### config.mk
export PLATFORM = sky130hd
export DESIGN_NAME = md5_hash_engine_top
export DESIGN_NICKNAME = d
export VERILOG_FILES = /design/src/rtl/core/md5he_pkg.sv /design/src/rtl/core/md5he_block_mem.sv /design/src/rtl/core/md5he_compress.sv /design/src/rtl/core/md5_hash_engine_top.sv
export SDC_FILE = /design/constraint.sdc
export NUM_CORES = 2
export LEC_CHECK = 0
export BUFFER_PORTS_ARGS = -buffer_cell sky130_fd_sc_hd__buf_2
export CAP_MARGIN = 40
export CORE_AREA = 2 2 320 449
export CTS_CLUSTER_SIZE = 25
export DETAILED_ROUTE_END_ITERATION = 12
export DIE_AREA = 0 0 322 451
export SYNTH_ARGS = -nofsm -noshare
export SYNTH_HDL_FRONTEND = slang
export SYNTH_SLANG_ARGS = --single-unit
### constraint.sdc
create_clock -name clock -period 13.02 [get_ports clock]
set_clock_uncertainty 0.2 [all_clocks]
set_input_delay 0.651 -clock clock [delete_from_list [all_inputs] [get_ports clock]]
set_output_delay 0.651 -clock clock [all_outputs]
set_load 0.05 [all_outputs]
### src/rtl/core/md5he_pkg.sv
`timescale 1ns / 1ps
`default_nettype none

package md5he_pkg;

   localparam int BLK_WORDS = 16;
   localparam int WIDX_W    = $clog2(BLK_WORDS);
   localparam int TOTAL_W   = 61;

   typedef logic [3:0][31:0] chain_type;

   typedef struct packed {
      logic start;   // load working vars from chain, run 64 rounds
      logic init;    // reload chain with the initial vector
   } cmp_ctl_type;

   typedef struct packed {
      logic busy;
      logic done;    // one-cycle pulse on the chain update cycle
   } cmp_sts_type;

   localparam chain_type MD5_IV = {32'h10325476, 32'h98BADCFE, 32'hEFCDAB89, 32'h67452301};

   localparam logic [31:0] MD5_K [64] = '{
      32'hD76AA478, 32'hE8C7B756, 32'h242070DB, 32'hC1BDCEEE,
      32'hF57C0FAF, 32'h4787C62A, 32'hA8304613, 32'hFD469501,
      32'h698098D8, 32'h8B44F7AF, 32'hFFFF5BB1, 32'h895CD7BE,
      32'h6B901122, 32'hFD987193, 32'hA679438E, 32'h49B40821,
      32'hF61E2562, 32'hC040B340, 32'h265E5A51, 32'hE9B6C7AA,
      32'hD62F105D, 32'h02441453, 32'hD8A1E681, 32'hE7D3FBC8,
      32'h21E1CDE6, 32'hC33707D6, 32'hF4D50D87, 32'h455A14ED,
      32'hA9E3E905, 32'hFCEFA3F8, 32'h676F02D9, 32'h8D2A4C8A,
      32'hFFFA3942, 32'h8771F681, 32'h6D9D6122, 32'hFDE5380C,
      32'hA4BEEA44, 32'h4BDECFA9, 32'hF6BB4B60, 32'hBEBFBC70,
      32'h289B7EC6, 32'hEAA127FA, 32'hD4EF3085, 32'h04881D05,
      32'hD9D4D039, 32'hE6DB99E5, 32'h1FA27CF8, 32'hC4AC5665,
      32'hF4292244, 32'h432AFF97, 32'hAB9423A7, 32'hFC93A039,
      32'h655B59C3, 32'h8F0CCC92, 32'hFFEFF47D, 32'h85845DD1,
      32'h6FA87E4F, 32'hFE2CE6E0, 32'hA3014314, 32'h4E0811A1,
      32'hF7537E82, 32'hBD3AF235, 32'h2AD7D2BB, 32'hEB86D391
   };

   localparam logic [4:0] MD5_S [16] = '{
      5'd7, 5'd12, 5'd17, 5'd22, 5'd5, 5'd9, 5'd14, 5'd20,
      5'd4, 5'd11, 5'd16, 5'd23, 5'd6, 5'd10, 5'd15, 5'd21
   };

   // message word index used by round i
   function automatic logic [WIDX_W-1:0] md5_g(input logic [5:0] i);
      logic [3:0] lo;
      logic [3:0] g;
      begin
         lo = i[3:0];
         unique case (i[5:4])
            2'd0: g = lo;
            2'd1: g = 4'((lo << 2) + lo + 4'd1);
            2'd2: g = 4'((lo << 1) + lo + 4'd5);
            2'd3: g = 4'((lo << 3) - lo);
         endcase
         md5_g = g;
      end
   endfunction

   function automatic logic [31:0] rotl32(input logic [31:0] x, input logic [4:0] s);
      logic [63:0] dbl;
      begin
         dbl    = {x, x} << s;
         rotl32 = dbl[63:32];
      end
   endfunction

endpackage

`default_nettype wire

### src/rtl/core/md5he_block_mem.sv
`timescale 1ns / 1ps
`default_nettype none

module md5he_block_mem (
   input  wire logic                          clock,
   input  wire logic                          wr_en,
   input  wire logic [md5he_pkg::WIDX_W-1:0]  wr_addr,
   input  wire logic [31:0]                   wr_data,
   input  wire logic [md5he_pkg::WIDX_W-1:0]  rd_addr,
   output logic      [31:0]                   rd_data
);
   import md5he_pkg::*;

   logic [31:0] mem [BLK_WORDS];

   always_ff @(posedge clock) begin
      if (wr_en) begin
         mem[wr_addr] <= wr_data;
      end
   end

   always_ff @(posedge clock) begin
      rd_data <= mem[rd_addr];
   end

endmodule

`default_nettype wire

### src/rtl/core/md5he_compress.sv
`timescale 1ns / 1ps
`default_nettype none

module md5he_compress (
   input  wire logic                          clock,
   input  wire logic                          reset,
   input  wire md5he_pkg::cmp_ctl_type        ctl,
   input  wire logic [31:0]                   rd_data,
   output logic      [md5he_pkg::WIDX_W-1:0]  rd_addr,
   output md5he_pkg::cmp_sts_type             sts,
   output md5he_pkg::chain_type               chain
);
   import md5he_pkg::*;

   logic        run_ff;
   logic        add_ff;
   logic [5:0]  rnd_ff;
   logic [31:0] a_ff, b_ff, c_ff, d_ff;
   chain_type   chain_ff;

   logic [31:0] f_val;
   logic [31:0] t_sum;
   logic [31:0] b_in;
   logic [5:0]  rnd_nxt;

   always_comb begin
      unique case (rnd_ff[5:4])
         2'd0: f_val = d_ff ^ (b_ff & (c_ff ^ d_ff));
         2'd1: f_val = c_ff ^ (d_ff & (b_ff ^ c_ff));
         2'd2: f_val = b_ff ^ c_ff ^ d_ff;
         2'd3: f_val = c_ff ^ (b_ff | ~d_ff);
      endcase
      rnd_nxt = rnd_ff + 6'd1;
      t_sum   = a_ff + f_val + MD5_K[rnd_ff] + rd_data;
      b_in    = b_ff + rotl32(t_sum, MD5_S[{rnd_ff[5:4], rnd_ff[1:0]}]);
      // prefetch the word for the next round; word 0 while idle for round 0
      rd_addr = run_ff ? md5_g(rnd_nxt) : '0;
   end

   always_ff @(posedge clock) begin
      if (reset) begin
         run_ff   <= 1'b0;
         add_ff   <= 1'b0;
         chain_ff <= MD5_IV;
      end else begin
         if (ctl.start) begin
            run_ff <= 1'b1;
         end else if (run_ff && rnd_ff == 6'd63) begin
            run_ff <= 1'b0;
         end
         add_ff <= run_ff && rnd_ff == 6'd63;
         if (ctl.init) begin
            chain_ff <= MD5_IV;
         end else if (add_ff) begin
            chain_ff[0] <= chain_ff[0] + a_ff;
            chain_ff[1] <= chain_ff[1] + b_ff;
            chain_ff[2] <= chain_ff[2] + c_ff;
            chain_ff[3] <= chain_ff[3] + d_ff;
         end
      end
   end

   always_ff @(posedge clock) begin
      if (reset) begin
         rnd_ff <= '0;
      end else if (ctl.start) begin
         a_ff   <= chain_ff[0];
         b_ff   <= chain_ff[1];
         c_ff   <= chain_ff[2];
         d_ff   <= chain_ff[3];
         rnd_ff <= '0;
      end else if (run_ff) begin
         a_ff   <= d_ff;
         b_ff   <= b_in;
         c_ff   <= b_ff;
         d_ff   <= c_ff;
         rnd_ff <= rnd_nxt;
      end
   end

   assign sts.busy = run_ff | add_ff;
   assign sts.done = add_ff;
   assign chain    = chain_ff;

endmodule

`default_nettype wire

### src/rtl/core/md5_hash_engine_top.sv
`timescale 1ns / 1ps
`default_nettype none

// Channel  Dir  Ports                                        Moves
// req      in   req_valid/req_stall, data_word, byte_count,  one message word
//               last
// rsp      out  rsp_valid/rsp_stall, digest_word, digest_last one digest word
//
// Words are packed into a 16-entry block memory. Each full block then stalls the
// input while the round unit runs (64 rounds, one chain add; the load shares the
// cycle of the word that fills the block). The last word adds padding (plus a
// second block when the tail is past byte 55), the final compression and four
// digest transfers.
// Reset is synchronous; req_stall is high whenever the engine is not idle,
// and a stalled digest word holds until its transfer.

module md5_hash_engine_top (
   input  wire logic        clock,
   input  wire logic        reset,
   input  wire logic        req_valid,
   output logic             req_stall,
   input  wire logic [31:0] req_data_word,
   input  wire logic [2:0]  req_byte_count,
   input  wire logic        req_last,
   output logic             rsp_valid,
   input  wire logic        rsp_stall,
   output logic      [31:0] rsp_digest_word,
   output logic             rsp_digest_last
);
   import md5he_pkg::*;

   localparam logic [3:0] S_IDLE  = 4'd0;
   localparam logic [3:0] S_PAD   = 4'd1;
   localparam logic [3:0] S_ZERO  = 4'd2;
   localparam logic [3:0] S_LENLO = 4'd3;
   localparam logic [3:0] S_LENHI = 4'd4;
   localparam logic [3:0] S_COMP  = 4'd5;
   localparam logic [3:0] S_OUT   = 4'd6;

   localparam logic [WIDX_W-1:0] WIDX_LAST = WIDX_W'(BLK_WORDS - 1);
   localparam logic [WIDX_W-1:0] WIDX_LEN  = WIDX_W'(BLK_WORDS - 2);
   localparam logic [WIDX_W-1:0] WIDX_ONE  = WIDX_W'(1);

   logic [3:0]          state_ff, state_in;
   logic [3:0]          ret_ff, ret_in;
   logic [WIDX_W-1:0]   widx_ff, widx_in;
   logic [1:0]          bo_ff, bo_in;
   logic [31:0]         pend_ff, pend_in;
   logic [TOTAL_W-1:0]  total_ff, total_in;
   logic [1:0]          oidx_ff, oidx_in;

   cmp_ctl_type         ctl;
   cmp_sts_type         sts;
   chain_type           chain;
   logic [WIDX_W-1:0]   rd_addr;
   logic [31:0]         rd_data;

   logic                wr_en;
   logic [31:0]         wr_data;

   logic                req_xfer;
   logic                rsp_xfer;
   logic [2:0]          nbytes;
   logic [31:0]         data_kept;
   logic [31:0]         pend_kept;
   logic [63:0]         merged;
   logic [2:0]          off_sum;

   assign req_xfer = req_valid && !req_stall;
   assign rsp_xfer = rsp_valid && !rsp_stall;

   always_comb begin
      nbytes = (req_byte_count > 3'd4) ? 3'd4 : req_byte_count;
      for (int j = 0; j < 4; j++) begin
         data_kept[8*j +: 8] = (3'(j) < nbytes) ? req_data_word[8*j +: 8] : 8'h00;
         pend_kept[8*j +: 8] = (2'(j) < bo_ff) ? pend_ff[8*j +: 8] : 8'h00;
      end
      merged  = {32'h0, pend_kept} | ({32'h0, data_kept} << {bo_ff, 3'b000});
      off_sum = {1'b0, bo_ff} + nbytes;
   end

   always_comb begin
      state_in  = state_ff;
      ret_in    = ret_ff;
      widx_in   = widx_ff;
      bo_in     = bo_ff;
      pend_in   = pend_ff;
      total_in  = total_ff;
      oidx_in   = oidx_ff;
      wr_en     = 1'b0;
      wr_data   = merged[31:0];
      ctl.start = 1'b0;
      ctl.init  = 1'b0;

      unique case (state_ff)
         S_IDLE: begin
            if (req_xfer) begin
               total_in = total_ff + TOTAL_W'(nbytes);
               bo_in    = off_sum[1:0];
               if (off_sum[2]) begin
                  wr_en   = 1'b1;
                  pend_in = merged[63:32];
                  widx_in = widx_ff + WIDX_ONE;
               end else begin
                  pend_in = merged[31:0];
               end
               if (off_sum[2] && widx_ff == WIDX_LAST) begin
                  ctl.start = 1'b1;
                  ret_in    = req_last ? S_PAD : S_IDLE;
                  state_in  = S_COMP;
               end else if (req_last) begin
                  state_in = S_PAD;
               end
            end
         end
         S_PAD: begin
            // 0x80 marker right after the last data byte, zeros above it
            wr_en   = 1'b1;
            wr_data = pend_kept | (32'h80 << {bo_ff, 3'b000});
            widx_in = widx_ff + WIDX_ONE;
            bo_in   = '0;
            if (widx_ff == WIDX_LAST) begin
               ctl.start = 1'b1;
               ret_in    = S_ZERO;
               state_in  = S_COMP;
            end else begin
               state_in = S_ZERO;
            end
         end
         S_ZERO: begin
            if (widx_ff == WIDX_LEN) begin
               state_in = S_LENLO;
            end else begin
               wr_en   = 1'b1;
               wr_data = '0;
               widx_in = widx_ff + WIDX_ONE;
               if (widx_ff == WIDX_LAST) begin
                  ctl.start = 1'b1;
                  ret_in    = S_ZERO;
                  state_in  = S_COMP;
               end
            end
         end
         S_LENLO: begin
            wr_en    = 1'b1;
            wr_data  = {total_ff[28:0], 3'b000};
            widx_in  = widx_ff + WIDX_ONE;
            state_in = S_LENHI;
         end
         S_LENHI: begin
            wr_en     = 1'b1;
            wr_data   = total_ff[60:29];
            widx_in   = widx_ff + WIDX_ONE;
            ctl.start = 1'b1;
            ret_in    = S_OUT;
            state_in  = S_COMP;
         end
         S_COMP: begin
            if (sts.done) begin
               state_in = ret_ff;
            end
         end
         S_OUT: begin
            if (rsp_xfer) begin
               oidx_in = oidx_ff + 2'd1;
               if (oidx_ff == 2'd3) begin
                  ctl.init = 1'b1;
                  total_in = '0;
                  widx_in  = '0;
                  bo_in    = '0;
                  state_in = S_IDLE;
               end
            end
         end
         default: begin
            state_in = S_IDLE;
         end
      endcase
   end

   always_ff @(posedge clock) begin
      if (reset) begin
         state_ff <= S_IDLE;
         ret_ff   <= S_IDLE;
         widx_ff  <= '0;
         bo_ff    <= '0;
         total_ff <= '0;
         oidx_ff  <= '0;
      end else begin
         state_ff <= state_in;
         ret_ff   <= ret_in;
         widx_ff  <= widx_in;
         bo_ff    <= bo_in;
         total_ff <= total_in;
         oidx_ff  <= oidx_in;
      end
   end

   always_ff @(posedge clock) begin
      pend_ff <= pend_in;
   end

   assign req_stall       = state_ff != S_IDLE;
   assign rsp_valid       = state_ff == S_OUT;
   assign rsp_digest_word = chain[oidx_ff];
   assign rsp_digest_last = oidx_ff == 2'd3;

   // the only fill that meets a round read writes word 15 while word 0 is read, so no forwarding is needed
   md5he_block_mem u_mem (
      .clock   (clock),
      .wr_en   (wr_en),
      .wr_addr (widx_ff),
      .wr_data (wr_data),
      .rd_addr (rd_addr),
      .rd_data (rd_data)
   );

   md5he_compress u_cmp (
      .clock   (clock),
      .reset   (reset),
      .ctl     (ctl),
      .rd_data (rd_data),
      .rd_addr (rd_addr),
      .sts     (sts),
      .chain   (chain)
   );

   a_start_idle: assert property (@(posedge clock) disable iff (reset)
      ctl.start |-> !sts.busy)
      else $error("round unit started while busy");

   a_no_write_busy: assert property (@(posedge clock) disable iff (reset)
      sts.busy |-> !wr_en)
      else $error("block memory written during compression");

   a_done_in_comp: assert property (@(posedge clock) disable iff (reset)
      sts.done |-> state_ff == S_COMP)
      else $error("compression finished outside wait state");

   a_len_slot: assert property (@(posedge clock) disable iff (reset)
      state_ff == S_LENHI |-> widx_ff == WIDX_LAST)
      else $error("length high word not in last block slot");

   a_restart: assert property (@(posedge clock) disable iff (reset)
      (rsp_xfer && rsp_digest_last) |=> (total_ff == '0 && widx_ff == '0 && bo_ff == '0))
      else $error("message state not cleared after digest");

endmodule

`default_nettype wire
### Word-level counts from Yosys, hierarchy flattened

Memories as Yosys holds them, arrays and structs flattened. A register that Yosys moved wholly into a read port is not among the register bits.
Index checks and enable logic that the tools add are counted.

* $lt $le $gt $ge: 12
* bitwise gates (word level): 15
* eq/ne operators: 25
* mux-type cells: 73
* reductions and logical operators: 27
* multipliers: 0
* divide/modulo/power cells: 0
* shifts and indexed selects: 3
* add/sub/neg operators: 18

Operators with widths (number)
* two-way mux 32 bit: 13
* adder 32 bit: 8
* one-hot mux 32 bit (4 select lines): 2
* XOR 32 bit: 6
* two-way mux 61 bit: 3
* one-hot mux 61 bit (2 select lines): 1
* AND 32 bit: 2
* binary-select mux 32 bit (select 2 bit): 1
* two-way mux 4 bit: 16
* two-way mux 8 bit: 8
* bitwise OR 32 bit: 2
* bitwise OR 32 x 64 -> 64 bit: 1
* << shifter 32 x 5 -> 64 bit: 1
* << shifter 64 x 5 -> 64 bit: 1
* adder 61 x 3 -> 61 bit: 1
* one-hot mux 4 bit (4 select lines): 3
* NOT 32 bit: 1
* << shifter 8 x 5 -> 32 bit (first input constant): 1
* one-hot mux 4 bit (7 select lines): 1
* two-way mux 1 bit: 15
* equality test 4 x 3 -> 1 bit (second input constant): 3
* AND reduction 4 bit: 3
* AND reduction 6 bit: 2
* nonzero test 4 bit: 3
* 42 further kinds: 75

* register bits: 373
* RAM bits: 512
* output and inout port bits: 35
* memories: 3
* ROM bits: 2128
* bits of input ports: 40
* latch bits: 0
* logic and storage cells: 194

Memory list
* (name not given): depth 64, bits a word 32, rd ports 1, clocked after Yosys merged registers in 0, write ports 0, line md5he_compress.sv:34 `t_sum = a_ff + f_val + MD5_K[rnd_ff] + rd_data;`
* u_mem.mem: depth 16, bits a word 32, rd ports 1, clocked after Yosys merged registers in 1, write ports 1, line md5he_block_mem.sv:14 `logic [31:0] mem [BLK_WORDS];`
* (name not given): depth 16, bits a word 5, rd ports 1, clocked after Yosys merged registers in 0, write ports 0, line md5he_compress.sv:35 `b_in = b_ff + rotl32(t_sum, MD5_S[{rnd_ff[5:4], rnd_ff[1:0]}]);`

### Depth between registers and ports, before layout

* depth after elaboration: 11
* gate-level depth with buffers: 43

### Hierarchy

A second synthesis with hierarchy kept.

* cells, all modules: 5186
* area, all modules: 54922.7 um2

Modules (own cells, without submodules)
* md5he_compress: sequential area each 6566.3 um2, times used 1, cells each 3450, area each 27696.6 um2
* md5he_block_mem: sequential area each 16015.4 um2, times used 1, cells each 838, area each 19854.0 um2
* md5_hash_engine_top: sequential area each 2222.1 um2, times used 1, cells each 898, area each 7372.1 um2

### Worst setup path before layout

Ideal clock, no wire load.

* kind: register to register
* from: register u_cmp.rnd_ff[1]
* to: register u_cmp.b_ff[30], data pin
* arrival: 9.591 ns
* library setup time: 0.267 ns
* buffers on the path: 3
* path slack: 2.962 ns
* required time: 12.553 ns
* clock period less this slack: 10.058 ns
* cell stages (with the launch flop): 43
* cell sequence: dfxtp_1 -> clkbuf_1 -> clkinv_1 -> ha_1 -> clkbuf_1 -> buf_1 -> nand2_1 -> a21oi_1 -> a31oi_1 -> mux4_2 -> fa_1 -> inv_1 -> fa_1 -> inv_1 -> ha_1 -> inv_1 -> fa_1 -> nor2b_1 -> [... 7 more ...] -> mux2i_1 -> nand2_1 -> o21ai_0 -> a21oi_1 -> ha_1 -> fa_1 -> a21o_1 -> a21oi_1 -> o21bai_1 -> a2111oi_0 -> o21ai_0 -> a211oi_1 -> o31ai_1 -> a211oi_1 -> o21ai_0 -> a31oi_1 -> xor2_1 -> o21ai_0

* cells in the longest elaborated chain, start to end: 10
* elaborated cells between the ends (all ways): 14
* those cells by class: 3 x add/sub; 1 x shift; 6 x mux; 2 x bitwise; 2 x memory

RTL lines
* from (decl): line md5he_compress.sv:17 `logic [5:0] rnd_ff;`
* from (signal assigned): line md5he_compress.sv:77 `rnd_ff <= rnd_nxt;`
* NOT 6 -> 7 bit (not written as such): line md5he_compress.sv:34
* memory read (64 x 32 bit)
* two-way mux 32 bit (not written as such) (2 in a row): line md5he_compress.sv:34
* adder 32 bit (2 in a row): line md5he_compress.sv:34
* << shifter 64 x 5 -> 64 bit (*): line md5he_pkg.sv:67 `dbl = {x, x} << s;`
* adder 32 bit (*): line md5he_compress.sv:35
* two-way mux 32 bit (*): line md5he_compress.sv:72 `end else if (run_ff) begin`
* two-way mux 32 bit (*): line md5he_compress.sv:66 `end else if (ctl.start) begin`
* to (signal assigned): line md5he_compress.sv:68 `b_ff <= chain_ff[1];`
* to (signal assigned): line md5he_compress.sv:74 `b_ff <= b_in;`
* to (decl): line md5he_compress.sv:18 `logic [31:0] a_ff, b_ff, c_ff, d_ff;`

Every way passes the cells marked *; elsewhere a longest branch is shown, timed or not. The select of a mux whose other input is x is not followed.
A chain may end at the register's enable or synchronous reset.

### Worst setup path after layout

* from: register u_cmp.rnd_ff[0]
* to: register u_cmp.b_ff[30], data pin

Same word-level chain as after synthesis.

==> flow_summary.yaml <==
synthesis:
  syn_inst: 5307
  ys_top_cells_by_area: "edfxtp_1 36%, dfxtp_1 8.9%, mux4_2 7.2%"
  yosys.area.top_type: "edfxtp_1"
  synth_fp_nets: 5637
  synth.avg_cell_area_um2: 10.32
  synth-seq-area-share: 0.4527
  synth_top_area_frac: 0.3639
  synth.most_common_cell: "edfxtp_1"
  synth_edf_count: 664
  syn_area_um2: 54790
  yosysWarningCount: 0
  synth_flop_cell: "edfxtp_1"
  ys_top_cells_by_count: "664 x edfxtp_1, 633 x nand2_1, 440 x nor2_1, 368 x a21oi_1, 337 x o21ai_0"
  synth-async-reset-ratio: 0
  yosysUniqueCellTypes: 90
  ys_ff_latch: 907
run_status:
  status: "finished clean"
final_layout:
  fin_nets: 5637
  fill_cells: 13480
  final_core_util: 0.4309
  drive_above_1_share: 0.1242
  multi_input_area_um2: 28130
  seqCellArea_um2: 24830
  synthToLayoutAreaGrowth_pct: 11.34
  final_cells: 7213
sta:
  fmax_ghz: 0.08608
  setup_tns_ns: 0
  final-setup-viol-count: 0
  fin_crit_sh: 0.8922
  maxSlewViolCount: 0
  fin_crit_ns: 11.62
  rsz0062_at_grt: "false"
  max_slew_margin: 0.3872
  tightest_slew_ns: 0.8961
  hold_viol: 0
worst_setup_path:
  cp-startpoint: "u_cmp.rnd_ff[0]$_SDFFE_PP0P_"
  critPathMaxFanout: 19
  worstPathArrival_ns: 11.85
  r2r-start: "u_cmp.rnd_ff[0]$_SDFFE_PP0P_"
  worstSetupPathType: "flip-flop to flip-flop"
  cp.required_ns: 13.25
  cpMaxStageDelayCell: "ha_1"
  max_stage_delay_ns: 0.83
  critPathCaptureType: "flip-flop"
  start_kind: "flip-flop"
  crit_top_cell: "o21ai_0"
clocking:
  clock_latency_ns: 0.75
  cts_buffers: 93
  cts-root-buf: "clkbuf_16"
  clock_sinks: 907
  clockBufferDepth: 3
  cts_max_level: 3
  postCtsResizedCells: 0
  tritoncts: "built"
  cts.reportedPaths.clkPinSlew_ns: 0.06
  cts_setup_buffers: 0
floorplan:
  pin_count: 75
  die_w_um: 322
  start_util: 0.3870
  row_count: 164
  coreArea_um2: 141600
  fp.dieArea_um2: 145200
  die_h_um: 451
grt:
  grt_use_met2: 0.4393
  gr-total-overflow: 0
  use_met3: 0.02856
  top_usage_layer: "met2"
  grt_util_all_layers: 0.2469
  antenna_found_initial: 5
  first_global_vias: 41610
  grt_max_degree: 87
  grt_pass1_wl_mm: 269.3
  grt_use_met1: 0.2870
run:
  maxCapViolCount: 0
drt:
  via_count: 42310
  drtIter0Drc: 3949
  routed_wl_mm: 181.4
  wl_per_cell_um: 25.15
  drc: 0
  drt_first_pass_iters: 6
  antenna_left: 0
  vias_per_cell: 5.866
power_and_ir_drop:
  leakage_nw: 22.93
  powerDensity_nw_per_um2: 303.9
  vdd_drop_max_uv: 281.9
place:
  hpwl_mm: 129.2
  portBuffers: 74
  place_congestion: 0.9741
  place_inst: 7030
hold_path:
  hp-start: "rsp_stall"
  hold_path.class: "input pin to flip-flop"
==> routing by layer <==
layer	vias up	part of all wire	routed length [um]
met5	-	0.00014	26
met4	4	0.059	10660
met3	385	0.048	8695
met2	1368	0.51	92500
met1	20930	0.38	69490
li1	19620	-	-
==> area by class of cell <==
| type | count | share of cell area |
|---|---|---|
| clock buffer | 122 | 0.04330 |
| inverter | 264 | 0.01626 |
| timing repair buffer | 208 | 0.02389 |
| antenna | 1 | 0.00004102 |
| sequential | 907 | 0.4069 |
| tap | 1826 | 0.03745 |
| multi-input combinational | 3833 | 0.4611 |
| clock inverter | 52 | 0.01099 |
==> repair_timing <==
| action | 4_1_cts | 5_1_grt |
|---|---|---|
| endpoints found under the hold margin | 7 | 0 |
| hold buffers | 7 | 0 |
| setup endpoints to repair | 0 | 0 |
==> where the power goes <==
part	internal [W]	leakage, nW	switching, W	total (W)
registers	0.00400	8.07	0.000293	0.00429
clock network	0.00163	1.60	0.00125	0.00288
logic	0.00437	13.3	0.00700	0.0114
==> path summary, 6_finish.rpt <==
kind	end	slack [ns]	cells past startpoint
worst max register to register	u_cmp.b_ff[30]$_DFFE_PP_	1.40	39
worst min register to register	ret_ff[2]$_SDFFE_PP0P_	0.30	2
worst min-delay path	oidx_ff[1]$_SDFFE_PP0P_	0.05	4
worst max-delay path	u_cmp.b_ff[30]$_DFFE_PP_	1.40	39
==> cells in the final DEF (no fill, tap or decap), types with 30 or more instances in the layout <==
cell type	count
a211oi_1	78
a21o_1	71
a21oi_1	367
a31oi_1	121
and3_1	39
buf_2	85
buf_4	108
clkbuf_16	97
dfxtp_1	234
edfxtp_1	664
fa_1	69
ha_1	221
inv_1	256
maj3_1	31
mux2i_1	138
mux4_2	176
nand2_1	631
nand2b_1	38
nand3_1	138
nor2_1	424
nor2b_1	65
nor3_1	88
o21a_1	42
o21ai_0	327
o221a_2	30
or3_1	33
xnor2_1	120
xor2_1	125
==> metrics by stage <==
step	setup slack, ns	area [um^2]	total power, W	hold slack [ns]
6_report	1.403	61000	0.01854	0.05063
5_1_grt	0.5566	61000	0.01981	0.06905
4_1_cts	1.528	61000	0.01851	0.009947
3_5_place_dp	1.581	57620	0.01556	0.2881
3_3_place_gp	1.632	57370	0.01547	0.2752
2_1_floorplan	2.962	54790	0.01226	0.2570
==> registers in the layout, summed over array words and instances (netlist names), 3 cells and up <==
| register | flops |
|---|---|
| u_cmp.rnd_ff | 6 |
| u_mem.mem | 512 |
| state_ff | 3 |
| pend_ff | 24 |
| u_cmp.chain | 128 |
| u_mem.rd_data | 32 |
| u_cmp.c_ff | 32 |
| u_cmp.b_ff | 32 |
| ret_ff | 3 |
| widx_ff | 4 |
| u_cmp.d_ff | 32 |
| u_cmp.a_ff | 32 |
| total_ff | 61 |
==> critical path: cells and delay by family (launching register included) <==
kind	cells	cell delay (ns)
xor+xnor	2	0.32
mux	2	0.70
flops	1	0.33
buf+inv	4	0.35
fa+ha+maj	6	2.74
compound gates	21	5.61
simple gates	4	1.04
==> logic make-up after synthesis <==
logic type                 Yosys count  synth area share
AOI/OAI and AO/OA                 1344            0.1563
DFF                                907            0.4527
and+or+nand+nor                   1580            0.1275
adders and majority gates          321           0.08134
buffers and inverters              567           0.03944
xor gates and xnor gates           249           0.04005
muxes                              339            0.1027
No activity file was read; power rests on OpenSTA's default activity.
